===== src/hw/rtl/prml_pkg.sv =====
package prml_pkg;

	localparam logic [7:0] OP_JUMP = 8'h4C;

	// Loader phases.
	localparam logic [2:0] PH_HEAD0      = 3'd0;
	localparam logic [2:0] PH_HEAD1      = 3'd1;
	localparam logic [2:0] PH_EXPORTS    = 3'd2;
	localparam logic [2:0] PH_IMPORTS    = 3'd3;
	localparam logic [2:0] PH_CODE_FIRST = 3'd4;
	localparam logic [2:0] PH_CODE       = 3'd5;
	localparam logic [2:0] PH_ABSORB     = 3'd6;

	localparam logic [1:0] KIND_TABLE = 2'd0;
	localparam logic [1:0] KIND_CODE  = 2'd1;
	localparam logic [1:0] KIND_RELOC = 2'd2;

	localparam logic [1:0] ST_OK      = 2'd0;
	localparam logic [1:0] ST_NOJUMP  = 2'd1;
	localparam logic [1:0] ST_FOREIGN = 2'd2;

	localparam logic CFG_LOAD_BASE     = 1'b0;
	localparam logic CFG_MODULE_LENGTH = 1'b1;

	localparam int MAX_RESULTS = 3;

	typedef struct packed {
		logic [7:0] out_byte;
		logic [1:0] byte_kind;
		logic [1:0] status;
		logic       last;
	} result_t;

	typedef struct packed {
		logic [1:0]                    cnt;
		result_t [MAX_RESULTS-1:0]     res;
	} bundle_t;

	typedef struct packed {
		logic [15:0] load_base;
		logic [15:0] module_length;
	} cfg_t;

	function automatic result_t mk_result(logic [7:0] b, logic [1:0] kind, logic [1:0] st);
		result_t r;
		r.out_byte  = b;
		r.byte_kind = kind;
		r.status    = st;
		r.last      = 1'b0;
		return r;
	endfunction

endpackage


===== src/hw/rtl/prml_byte_if.sv =====
interface prml_byte_if;
	logic       valid;
	logic       ready;
	logic [7:0] in_byte;

	modport source (output valid, output in_byte, input ready);
	modport sink (input valid, input in_byte, output ready);
endinterface


===== src/hw/rtl/prml_result_if.sv =====
interface prml_result_if;
	logic       valid;
	logic       ready;
	logic [7:0] out_byte;
	logic [1:0] byte_kind;
	logic [1:0] status;
	logic       last;

	modport source (output valid, output out_byte, output byte_kind, output status,
		output last, input ready);
	modport sink (input valid, input out_byte, input byte_kind, input status,
		input last, output ready);
endinterface


===== src/hw/rtl/prml_step.sv =====
module prml_step (
	input  logic              clk,
	input  logic              arst_n,
	input  logic              accept,
	input  logic [7:0]        in_byte,
	input  prml_pkg::cfg_t    cfg,
	output prml_pkg::bundle_t bundle
);
	import prml_pkg::*;

	logic [2:0]  phase_q, phase_n;
	logic [15:0] pos_q, pos_n;
	logic [7:0]  page_q, page_n;
	logic [7:0]  entry0_q, entry0_n, entry1_q, entry1_n;
	logic [1:0]  idx_q, idx_n;
	logic [7:0]  held_q, held_n;
	logic        hh_q, hh_n;

	logic [8:0]  pages;
	logic [8:0]  page_off;
	logic        in_span;
	logic [7:0]  reloc_lo;
	logic [15:0] addr;
	logic [1:0]  n;

	// A length of zero stands for a full 64 KiB module.
	assign pages    = (cfg.module_length == 16'd0) ? 9'd256 :
		9'(({1'b0, cfg.module_length} + 17'd255) >> 8);
	assign page_off = 9'({1'b0, in_byte} - {1'b0, page_q});
	assign in_span  = (in_byte >= page_q) && (page_off < pages);

	// Export entries and code pairs both take the high byte from the current item.
	assign reloc_lo = (phase_q == PH_EXPORTS) ? entry1_q : held_q;
	assign addr     = cfg.load_base + {in_byte - page_q, reloc_lo};

	always_comb begin
		phase_n  = phase_q;
		pos_n    = pos_q + 16'd1;
		page_n   = page_q;
		entry0_n = entry0_q;
		entry1_n = entry1_q;
		idx_n    = idx_q;
		held_n   = held_q;
		hh_n     = hh_q;
		n        = 2'd0;
		bundle.res = '0;

		unique case (phase_q) inside
			PH_HEAD0: begin
				if (in_byte != 8'd0) begin
					bundle.res[n] = mk_result(8'd0, KIND_TABLE, ST_FOREIGN);
					n = n + 2'd1;
					phase_n = PH_ABSORB;
				end else begin
					phase_n = PH_HEAD1;
				end
			end
			PH_HEAD1: begin
				page_n  = in_byte;
				idx_n   = 2'd0;
				phase_n = PH_EXPORTS;
			end
			PH_EXPORTS, PH_IMPORTS: begin
				if (idx_q == 2'd0) begin
					entry0_n = in_byte;
					idx_n    = 2'd1;
				end else if (idx_q == 2'd1) begin
					entry1_n = in_byte;
					idx_n    = 2'd2;
				end else begin
					idx_n = 2'd0;
					if (entry0_q == 8'd0 && entry1_q == 8'd0 && in_byte == 8'd0) begin
						bundle.res[0] = mk_result(8'd0, KIND_TABLE, ST_OK);
						bundle.res[1] = mk_result(8'd0, KIND_TABLE, ST_OK);
						bundle.res[2] = mk_result(8'd0, KIND_TABLE, ST_OK);
						n = 2'd3;
						phase_n = (phase_q == PH_EXPORTS) ? PH_IMPORTS : PH_CODE_FIRST;
					end else if (entry0_q != OP_JUMP) begin
						bundle.res[0] = mk_result(8'd0, KIND_TABLE, ST_NOJUMP);
						n = 2'd1;
						phase_n = PH_ABSORB;
					end else if (phase_q == PH_EXPORTS) begin
						bundle.res[0] = mk_result(entry0_q, KIND_TABLE, ST_OK);
						bundle.res[1] = mk_result(addr[7:0], KIND_RELOC, ST_OK);
						bundle.res[2] = mk_result(addr[15:8], KIND_RELOC, ST_OK);
						n = 2'd3;
					end else begin
						bundle.res[0] = mk_result(entry0_q, KIND_TABLE, ST_OK);
						bundle.res[1] = mk_result(entry1_q, KIND_TABLE, ST_OK);
						bundle.res[2] = mk_result(in_byte, KIND_TABLE, ST_OK);
						n = 2'd3;
					end
				end
			end
			PH_CODE_FIRST: begin
				held_n  = in_byte;
				hh_n    = 1'b0;
				phase_n = PH_CODE;
			end
			PH_CODE: begin
				// The held byte's fate is settled by the byte that follows it.
				if (hh_q) begin
					bundle.res[0] = mk_result(held_q, KIND_RELOC, ST_OK);
					held_n = in_byte;
					hh_n   = 1'b0;
				end else if (in_span) begin
					bundle.res[0] = mk_result(addr[7:0], KIND_RELOC, ST_OK);
					held_n = addr[15:8];
					hh_n   = 1'b1;
				end else begin
					bundle.res[0] = mk_result(held_q, KIND_CODE, ST_OK);
					held_n = in_byte;
				end
				n = 2'd1;
			end
			default: begin
			end
		endcase

		if (pos_n == cfg.module_length) begin
			if (phase_n == PH_CODE) begin
				bundle.res[n] = mk_result(held_n, hh_n ? KIND_RELOC : KIND_CODE, ST_OK);
				n = n + 2'd1;
			end
			phase_n = PH_HEAD0;
			pos_n   = 16'd0;
			idx_n   = 2'd0;
			held_n  = 8'd0;
			hh_n    = 1'b0;
		end

		if (n != 2'd0) begin
			bundle.res[n - 2'd1].last = 1'b1;
		end
		bundle.cnt = n;
	end

	always_ff @(posedge clk or negedge arst_n) begin
		if (!arst_n) begin
			phase_q <= PH_HEAD0;
			pos_q   <= '0;
			page_q  <= '0;
			idx_q   <= '0;
			held_q  <= '0;
			hh_q    <= 1'b0;
		end else if (accept) begin
			phase_q <= phase_n;
			pos_q   <= pos_n;
			page_q  <= page_n;
			idx_q   <= idx_n;
			held_q  <= held_n;
			hh_q    <= hh_n;
		end
	end

	always_ff @(posedge clk) begin
		if (accept) begin
			entry0_q <= entry0_n;
			entry1_q <= entry1_n;
		end
	end

	a_absorb_silent: assert property (@(posedge clk) disable iff (!arst_n)
		accept && phase_q == PH_ABSORB |-> bundle.cnt == 2'd0)
		else $error("item in absorb phase produced results");

	a_high_half_in_code: assert property (@(posedge clk) disable iff (!arst_n)
		hh_q |-> phase_q == PH_CODE)
		else $error("held high half outside code phase");

	a_foreign_header: assert property (@(posedge clk) disable iff (!arst_n)
		accept && phase_q == PH_HEAD0 && in_byte != 8'd0
		|=> phase_q == PH_ABSORB || phase_q == PH_HEAD0)
		else $error("foreign header did not skip the module");

endmodule


===== src/hw/rtl/prml_out_buf.sv =====
module prml_out_buf (
	input  logic              clk,
	input  logic              arst_n,
	input  prml_pkg::bundle_t bundle,
	input  logic              accept,
	output logic              can_accept,
	prml_result_if.source     out_ch
);
	import prml_pkg::*;

	result_t [MAX_RESULTS-1:0] res_q;
	logic [1:0]                cnt_q;
	logic [1:0]                rd_q;
	logic                      empty;
	logic                      pop;
	result_t                   cur;

	assign empty = (rd_q == cnt_q);
	assign pop   = out_ch.valid && out_ch.ready;
	assign cur   = res_q[rd_q];

	// A new item may enter while the last buffered result leaves.
	assign can_accept = empty || (pop && (rd_q + 2'd1 == cnt_q));

	assign out_ch.valid     = !empty;
	assign out_ch.out_byte  = cur.out_byte;
	assign out_ch.byte_kind = cur.byte_kind;
	assign out_ch.status    = cur.status;
	assign out_ch.last      = cur.last;

	always_ff @(posedge clk or negedge arst_n) begin
		if (!arst_n) begin
			cnt_q <= '0;
			rd_q  <= '0;
		end else if (accept) begin
			cnt_q <= bundle.cnt;
			rd_q  <= '0;
		end else if (pop) begin
			rd_q <= rd_q + 2'd1;
		end
	end

	always_ff @(posedge clk) begin
		if (accept) begin
			res_q <= bundle.res;
		end
	end

	a_rd_bound: assert property (@(posedge clk) disable iff (!arst_n)
		rd_q <= cnt_q)
		else $error("read pointer passed result count");

	a_last_at_end: assert property (@(posedge clk) disable iff (!arst_n)
		out_ch.valid |-> (out_ch.last == (rd_q + 2'd1 == cnt_q)))
		else $error("last flag not on final result of item");

	a_no_overwrite: assert property (@(posedge clk) disable iff (!arst_n)
		accept |-> empty || pop)
		else $error("item accepted over pending results");

endmodule


===== src/hw/rtl/page_relocating_module_loader.sv =====
// Streams one library module in, one byte per item, and streams it out relocated
// to load_base. Each accepted byte is decoded against the loader state in the same
// cycle and its zero to three results land in a result buffer, seen on out_ch from
// the next cycle. Code bytes are delayed by one item, since whether a byte is the low
// half of an address depends on the byte after it; the held byte is flushed when the
// module length is reached. A byte is taken every cycle as long as it causes at most
// one result and the output side is ready; a completed table entry puts three results
// in the buffer, so the next byte waits until the buffer is on its last result.
// Write load_base and module_length only while the block is idle.
module page_relocating_module_loader (
	input  logic          clk,
	input  logic          arst_n,
	prml_byte_if.sink     in_ch,
	prml_result_if.source out_ch,
	input  logic          cfg_we,
	input  logic          cfg_index,
	input  logic [15:0]   cfg_data
);
	import prml_pkg::*;

	cfg_t    cfg_q;
	bundle_t bundle;
	logic    accept;
	logic    can_accept;

	assign in_ch.ready = can_accept;
	assign accept      = in_ch.valid && can_accept;

	always_ff @(posedge clk or negedge arst_n) begin
		if (!arst_n) begin
			cfg_q <= '0;
		end else if (cfg_we) begin
			if (cfg_index == CFG_LOAD_BASE) begin
				cfg_q.load_base <= cfg_data;
			end else if (cfg_index == CFG_MODULE_LENGTH) begin
				cfg_q.module_length <= cfg_data;
			end
		end
	end

	prml_step u_step (
		.clk     (clk),
		.arst_n  (arst_n),
		.accept  (accept),
		.in_byte (in_ch.in_byte),
		.cfg     (cfg_q),
		.bundle  (bundle)
	);

	prml_out_buf u_out_buf (
		.clk        (clk),
		.arst_n     (arst_n),
		.bundle     (bundle),
		.accept     (accept),
		.can_accept (can_accept),
		.out_ch     (out_ch)
	);

endmodule

===== src/flat_wrapper.sv =====
// flat-port wrapper written by rule: the top's interface ports become plain ports
module page_relocating_module_loader_flat import prml_pkg::*;
  (clk, arst_n, cfg_we, cfg_index, cfg_data, in_ch_valid, in_ch_in_byte, in_ch_ready, out_ch_valid, out_ch_out_byte, out_ch_byte_kind, out_ch_status, out_ch_last, out_ch_ready);
  prml_byte_if in_ch_i ();
  prml_result_if out_ch_i ();
  input  logic clk;
  input  logic arst_n;
  input  logic cfg_we;
  input  logic cfg_index;
  input  logic [15:0] cfg_data;
  input wire logic [$bits(in_ch_i.valid)-1:0] in_ch_valid;
  input wire logic [$bits(in_ch_i.in_byte)-1:0] in_ch_in_byte;
  output wire logic [$bits(in_ch_i.ready)-1:0] in_ch_ready;
  output wire logic [$bits(out_ch_i.valid)-1:0] out_ch_valid;
  output wire logic [$bits(out_ch_i.out_byte)-1:0] out_ch_out_byte;
  output wire logic [$bits(out_ch_i.byte_kind)-1:0] out_ch_byte_kind;
  output wire logic [$bits(out_ch_i.status)-1:0] out_ch_status;
  output wire logic [$bits(out_ch_i.last)-1:0] out_ch_last;
  input wire logic [$bits(out_ch_i.ready)-1:0] out_ch_ready;
  assign in_ch_i.valid = in_ch_valid;
  assign in_ch_i.in_byte = in_ch_in_byte;
  assign in_ch_ready = in_ch_i.ready;
  assign out_ch_valid = out_ch_i.valid;
  assign out_ch_out_byte = out_ch_i.out_byte;
  assign out_ch_byte_kind = out_ch_i.byte_kind;
  assign out_ch_status = out_ch_i.status;
  assign out_ch_last = out_ch_i.last;
  assign out_ch_i.ready = out_ch_ready;
  page_relocating_module_loader u_core (.clk(clk), .arst_n(arst_n), .in_ch(in_ch_i), .out_ch(out_ch_i), .cfg_we(cfg_we), .cfg_index(cfg_index), .cfg_data(cfg_data));
endmodule

===== config.mk =====
export PLATFORM = sky130hd
export DESIGN_NAME = page_relocating_module_loader_flat
export DESIGN_NICKNAME = d
export VERILOG_FILES = /design/src/hw/rtl/prml_pkg.sv /design/src/hw/rtl/prml_byte_if.sv /design/src/hw/rtl/prml_result_if.sv /design/src/hw/rtl/prml_step.sv /design/src/hw/rtl/prml_out_buf.sv /design/src/hw/rtl/page_relocating_module_loader.sv /design/src/flat_wrapper.sv
export SDC_FILE = /design/constraint.sdc
export NUM_CORES = 1
export LEC_CHECK = 0
export BUFFER_PORTS_ARGS = -buffer_cell sky130_fd_sc_hd__buf_4
export CAP_MARGIN = 25
export CORE_UTILIZATION = 50
export DETAILED_ROUTE_END_ITERATION = 8
export PLACE_DENSITY = 0.75
export SLEW_MARGIN = 20
export SYNTH_ARGS = -nofsm -noshare
export SYNTH_HDL_FRONTEND = slang
export SYNTH_SLANG_ARGS = --single-unit

===== constraint.sdc =====
create_clock -name clk -period 10 [get_ports clk]
set_input_delay 1.5 -clock clk [delete_from_list [all_inputs] [get_ports clk]]
set_output_delay 1.5 -clock clk [all_outputs]
set_load 0.1 [all_outputs]

**After elaboration in Yosys (flattened, before gate mapping)**

Cells that the tools add are included.

- Register bits: 129
- Input port bits: 30
- Output and inout bits: 15
- Word-level logic and storage cells: 135

- $add $sub $neg: 8
- $lt $le $gt $ge: 7
- Equality and inequality tests: 11
- Muxes and demuxes: 56
- Bitwise logic cells: 2
- Reductions and logical operators: 27

Operators by type and width:

| operator | count |
|---|---|
| $mux 39 | 7 |
| $bwmux 39 | 2 |
| $mux 13 | 5 |
| $demux 13 s2 | 2 |
| $mux 26 | 2 |
| $pmux 13 s3 | 1 |
| $mux 8 | 4 |
| $bmux 13 s2 | 1 |
| $logic_not 8->1 | 3 |
| $mux 2 | 12 |
| $mux 3 | 8 |
| $add 16x8->17 const B | 1 |
| $add 16x1->16 const B | 1 |
| $add 16x16->16 | 1 |
| $eq 16x16->1 | 1 |
| $logic_not 16->1 | 1 |
| $mux 16 | 1 |
| $pmux 8 s2 | 1 |
| $pmux 3 s4 | 1 |
| $eq 3x3->1 const B | 3 |
| $lt 2x3->1 const B | 3 |
| $lt 9x9->1 | 1 |
| $mux 9 | 1 |
| $sub 8x8->9 | 1 |
| 27 further kinds | 47 |

**Longest topological paths before layout**

- Depth in word-level cells: 17
- Gate-level depth with buffers: 19
- Depth with buffers taken out: 18

**Modules after synthesis**

From an unflattened synthesis, not the netlist that was laid out.

- Cell total of the unflattened synthesis: 811
- Area total of the unflattened synthesis: 8475.6 um^2

By module, submodules not included:

| module | times used | cells an instance | area each (um^2) | seq. area each (um^2) |
|---|---|---|---|---|
| prml_step | 1 | 634 | 5521.5 | 1431.4 |
| prml_out_buf | 1 | 107 | 1695.4 | 1271.2 |
| page_relocating_module_loader | 1 | 70 | 1258.7 | 800.8 |

**Worst setup path after synthesis**

Ideal clock, no wire load.

- Path kind: input to register
- Start point: input out_ch_ready
- End point: register u_core.u_step.phase_q[2]
- Library setup time: 0.195 ns
- Arrival time: 6.198 ns
- Required time: 9.805 ns
- Slack: 3.607 ns
- Cell stages on the path: 6
- Buffers on the path: 1
- Cell sequence: nand2_1 > o32ai_1 > nand2_1 > inv_1 > buf_1 > a22oi_1

- Longest elaborated chain between the ends: 4

Ends and longest elaborated chain:

| item | line | source |
|---|---|---|
| start, declared | flat_wrapper.sv:19 | `input wire logic [$bits(out_ch_i.ready)-1:0] out_ch_ready;` |
| $logic_and 1x1->1 | prml_out_buf.sv:19 | `assign pop = out_ch.valid && out_ch.ready;` |
| $logic_and 1x1->1 | prml_out_buf.sv:23 | `assign can_accept = empty \|\| (pop && (rd_q + 2'd1 == cnt_q));` |
| $logic_or 1x1->1 | prml_out_buf.sv:23 |  |
| via in_ch_ready | flat_wrapper.sv:13 | `output wire logic [$bits(in_ch_i.ready)-1:0] in_ch_ready;` |
| $logic_and 1x1->1 | page_relocating_module_loader.sv:27 | `assign accept = in_ch.valid && can_accept;` |
| via u_core.accept | page_relocating_module_loader.sv:23 | `logic accept;` |
| end signal, assigned | prml_step.sv:147 | `phase_q <= phase_n;` |
| end, declared | prml_step.sv:11 | `logic [2:0] phase_q, phase_n;` |

The timed path passes the listed nets, and every way through them passes these cells.
A chain may end at the register's enable or synchronous reset.

**Worst setup path after layout**

- Start point: input in_ch_in_byte[0]
- End point: register u_core.u_step.held_q[4]

- Longest elaborated chain between the ends: 7
- Elaborated cells on any way between the ends: 10
- Those cells by class: 3 x add/sub; 2 x order compare; 4 x mux; 1 x reduce/logical

Ends and longest elaborated chain:

| item | line | source |
|---|---|---|
| start, declared | flat_wrapper.sv:12 | `input wire logic [$bits(in_ch_i.in_byte)-1:0] in_ch_in_byte;` |
| branches (longest 3 deep; another with $add 16x16->16) | - |  |
| $mux 8 * | prml_step.sv:106 | `end else if (in_span) begin` |
| $mux 8 * | prml_step.sv:102 | `if (hh_q) begin` |
| $pmux 8 s2 * | prml_step.sv:48 | `unique case (phase_q) inside` |
| $mux 8 * | prml_step.sv:120 | `if (pos_n == cfg.module_length) begin` |
| end signal, assigned | prml_step.sv:151 | `held_q <= held_n;` |
| end, declared | prml_step.sv:16 | `logic [7:0] held_q, held_n;` |

Every way passes the cells marked *.

==> key figures <==
Synth
  – Prevailing post-synth register cell: dfrtp_1
  – Dominant cell type by area after synthesis: dfrtp_1
  – Share of the synthesized area in the top cell type: 0.232
  – Top cells by area, synth: dfrtp_1, edfxtp_1, mux2_2
  – Flops & latches, synth: 125
  – Post-synthesis cell area: 7970 um2
  – Number of distinct library cells after synthesis: 64
  – Seq/Total Area, Yosys: 0.424
  – YS warnings: 0
  – Async S/R FF share, synth: 0.592
  – Post-synth EDFFs: 51
  – Syn avg cell area: 9.72 um2
  – Syn nets: 887
  – Mapped Cells: 820

Run status
  – Status: finished clean

Power
  – Static Leak: about 3.7 nW
  – Pwr Density: 287 nW/um2
  – VDD IR-drop max: 0.265 mV

STA
  – Hold Violations, Final: 0
  – Fin crit period: 4.91 ns
  – Final setup vio count: 0
  – Clk_skew: between 0.01 and 0.015 ns
  – Fin. max-slew vios: 0
  – RSZ-0062 raised after global routing: false
  – Final clock period utilization by the worst path: 0.491
  – Relative slew margins: 0.333
  – Measured slew at the worst slew-check pin: 0.997 ns
  – Setup TNS: 0 ns
  – Max frequency: 204 MHz

Clock tree
  – CTS root buf: clkbuf_16
  – Clk sinks: 125
  – H-tree depth: 4
  – CTS tree: built
  – Worst-path clk slew: 0.06 ns
  – Post-CTS Setup Bufs: 0
  – Post-CTS sizing: 0
  – Worst skew pair latency: about 0.43 ns
  – Total CTS buffers: 17
  – Clk buf depth: 2
  – Post-cts hold buffer count: 0

Floorplan
  – I/O Pins: 45
  – Die X: 128 um
  – Site Rows: 45
  – Die height: roughly 130 um
  – Die footprint: between 15000 and 20000 um2
  – Initial Utilization: 0.519
  – Core ar.: approximately 15000 um2

Final layout
  – N_diodes: 0
  – FF/Latch Area: around 3400 um2
  – Area Growth Syn to Fin: 13.6%
  – Area of the multi-input gates: 4260 um2
  – Layout cell share with drive strength beyond 1: 0.166
  – Fin nets: 918
  – FILL cells: 1309
  – Fin area: 9060 um2

Drt
  – Drt wl/cell: around 18 um
  – Iter 0 DRT Violations: 682
  – Drt pass-1 iters: 5
  – DR vias: between 6000 and 7000
  – Drt via density: 6.06
  – DRC viols: 0
  – Detail Route Antenna Nets: 0
  – Routed WL: 19.8 mm

Worst setup path
  – R2r setup slk: 5.10 ns
  – Critical path capture point type: flop
  – CP Launch Type: input port
  – Crit-path max FO: 11
  – Reg2reg end: u_core.u_out_buf.res_q[25]
  – CP Data Arrival Time: about 5.2 ns
  – Crit Path Category: input port to flop
  – Worst-case reg-to-reg path depth: 15
  – CP required: 10.32 ns
  – Reg2reg start: u_core.u_step.phase_q[2]

Global route
  – Initial antenna violation count: 0
  – Vias in the first global route: 6085
  – First-pass GRT wire length: 32.4 mm
  – Total gr overflow: 0
  – GRT Total Usage: 0.258
  – Largest net degree at the start of global routing: 75

Hold path
  – Hold WC Path Type: flop to flop
  – Hold EP: u_core.u_step.pos_q[15]
  – Hold path depth: 1
  – Hold path startpoint: u_core.u_step.pos_q[15]

Placed design
  – Gpl congestion: 0.963
  – Hpwl dp: between 10 and 15 mm
  – Post-DP Area: 8420 um2
  – I/O Buffers: 44

Run
  – Max-Cap Viols: 0
-- cell type report --
class                           instances  share of cell area
Sequential cell                       125               0.373
Tap cell                              211              0.0291
Multi-Input combinational cell        621               0.470
Timing Repair Buffer                   52              0.0445
Inverter                               34              0.0141
Clock inverter                         15              0.0214
Clock buffer                           17              0.0470
-- cell usage after synthesis (3+ instances only) --
cell type,instances
nand2_1,103
dfrtp_1,74
o21ai_0,62
edfxtp_1,51
a21oi_1,45
mux2_2,43
nor2_1,39
ha_1,35
inv_1,34
mux2i_1,33
xnor2_1,31
nand3_1,24
clkbuf_1,21
nor3_1,16
xor2_1,14
a21o_1,13
o22ai_1,12
nand4_1,11
and3_1,10
nor2b_1,10
nor4_1,10
buf_4,9
a31oi_1,8
o211ai_1,8
o21a_1,8
o31ai_1,7
buf_2,6
or4_1,6
a22o_1,5
and4_1,5
a31o_2,4
nand2b_1,4
nand3_2,4
or3_1,4
a211oi_1,3
a21boi_0,3
and2_1,3
buf_1,3
nand3b_1,3
o21ai_1,3
o21bai_1,3
-- cell families (layout without fill, tap and decap cells) --
family,Yosys count,after routing,share of synthesized area
DFF,125,125,0.424
xor gates and xnor gates,46,46,0.0523
adders and majority gates,37,37,0.0600
buffers and inverters,74,118,0.0410
and+or+nand+nor,262,262,0.163
AOI/OAI and AO/OA,200,200,0.157
muxes,76,76,0.102
-- critical path: stages --
cell and delay (ns):
buf_4 0.14, inv_1 0.09, ha_1 0.17, inv_1 0.05, fa_1 0.39, nand3_1 0.14
nand2_1 0.09, a21o_1 0.19, a21oi_1 0.16, xnor2_1 0.17, ha_1 0.28, a21oi_1 0.12
o21ai_0 0.17, a2111oi_2 0.41, o21a_1 0.43, o21ai_0 0.13, a31oi_1 0.31, o21ai_0 0.16
o21a_1 0.16
-- per-layer routing --
| layer | share of wire | up-vias | wire [um] | global-route usage |
|---|---|---|---|---|
| met4 | 0.036 | 0 | 710 | 0.117 |
| met2 | 0.45 | 264 | 8930 | 0.395 |
| li1 | - | 3085 | - | - |
| met1 | 0.46 | 3110 | 9040 | 0.351 |
| met3 | 0.058 | 52 | 1150 | 0.0530 |
| met5 | 0 | - | 0 | 0 |
-- power breakdown --
group / internal (W) / switching [W] / total (W) / leakage (nW)
combinational: 0.000361 / 0.000801 / 0.00116 / 2.06
clock: 0.000416 / 0.000239 / 0.000655 / 0.301
sequential: 0.000668 / 0.000115 / 0.000783 / 1.36
total: 0.00145 / 0.00115 / 0.00260 / 3.72
-- worst max-delay path by stage --
stage	from	end
finish	in_ch_in_byte[0]	u_core.u_step.held_q[4]
global route	in_ch_in_byte[0]	u_core.u_out_buf.res_q[31]
CTS	in_ch_in_byte[0]	u_core.u_out_buf.res_q[22]
detailed placement	in_ch_in_byte[0]	u_core.u_out_buf.res_q[22]
global placement	in_ch_in_byte[0]	u_core.u_out_buf.res_q[22]
floorplan	out_ch_ready	u_core.u_step.phase_q[2]
-- flip-flops by register name, summed over array words and instances (netlist names), 3 cells and up --
name	flops
u_core.u_out_buf.res_q	35
u_core.cfg_q	32
u_core.u_step.pos_q	16
u_core.u_step.entry0_q	8
u_core.u_step.entry1_q	8
u_core.u_step.held_q	8
u_core.u_step.page_q	8
u_core.u_step.phase_q	3
-- cells in the final DEF (no fill, tap or decap), types with 4 or more instances in the layout --
cell type / n
o21a_1: 8
nor2b_1: 10
a31oi_1: 8
mux2i_1: 33
nand3_1: 24
dfrtp_1: 74
clkinv_2: 4
inv_1: 33
o21ai_0: 62
and3_1: 10
a22o_1: 5
a31o_2: 4
nor3_1: 16
nor2_1: 39
and4_1: 5
nand3_2: 4
nand4_1: 11
o22ai_1: 12
buf_4: 51
mux2_2: 43
or3_1: 4
nand2_1: 103
o211ai_1: 8
edfxtp_1: 51
nor4_1: 10
ha_1: 35
o31ai_1: 7
a21oi_1: 45
clkbuf_16: 17
a21o_1: 13
nand2b_1: 4
bufinv_16: 4
xnor2_1: 31
or4_1: 6
xor2_1: 14
-- metrics by stage --
step	instances	utilization	worst slack [ns]	hold slack [ns]	total power (W)
after floorplan	820	-	3.61	0.450	0.00167
after global placement	1042	0.548	4.76	0.467	0.00192
after detailed placement	1042	0.548	4.66	0.490	0.00193
after CTS	1074	0.588	5.12	0.497	0.00259
after global routing	1075	0.589	4.74	0.505	0.00273
final	1075	0.589	5.09	0.490	0.00260
No activity file was read; power rests on OpenSTA's default activity.
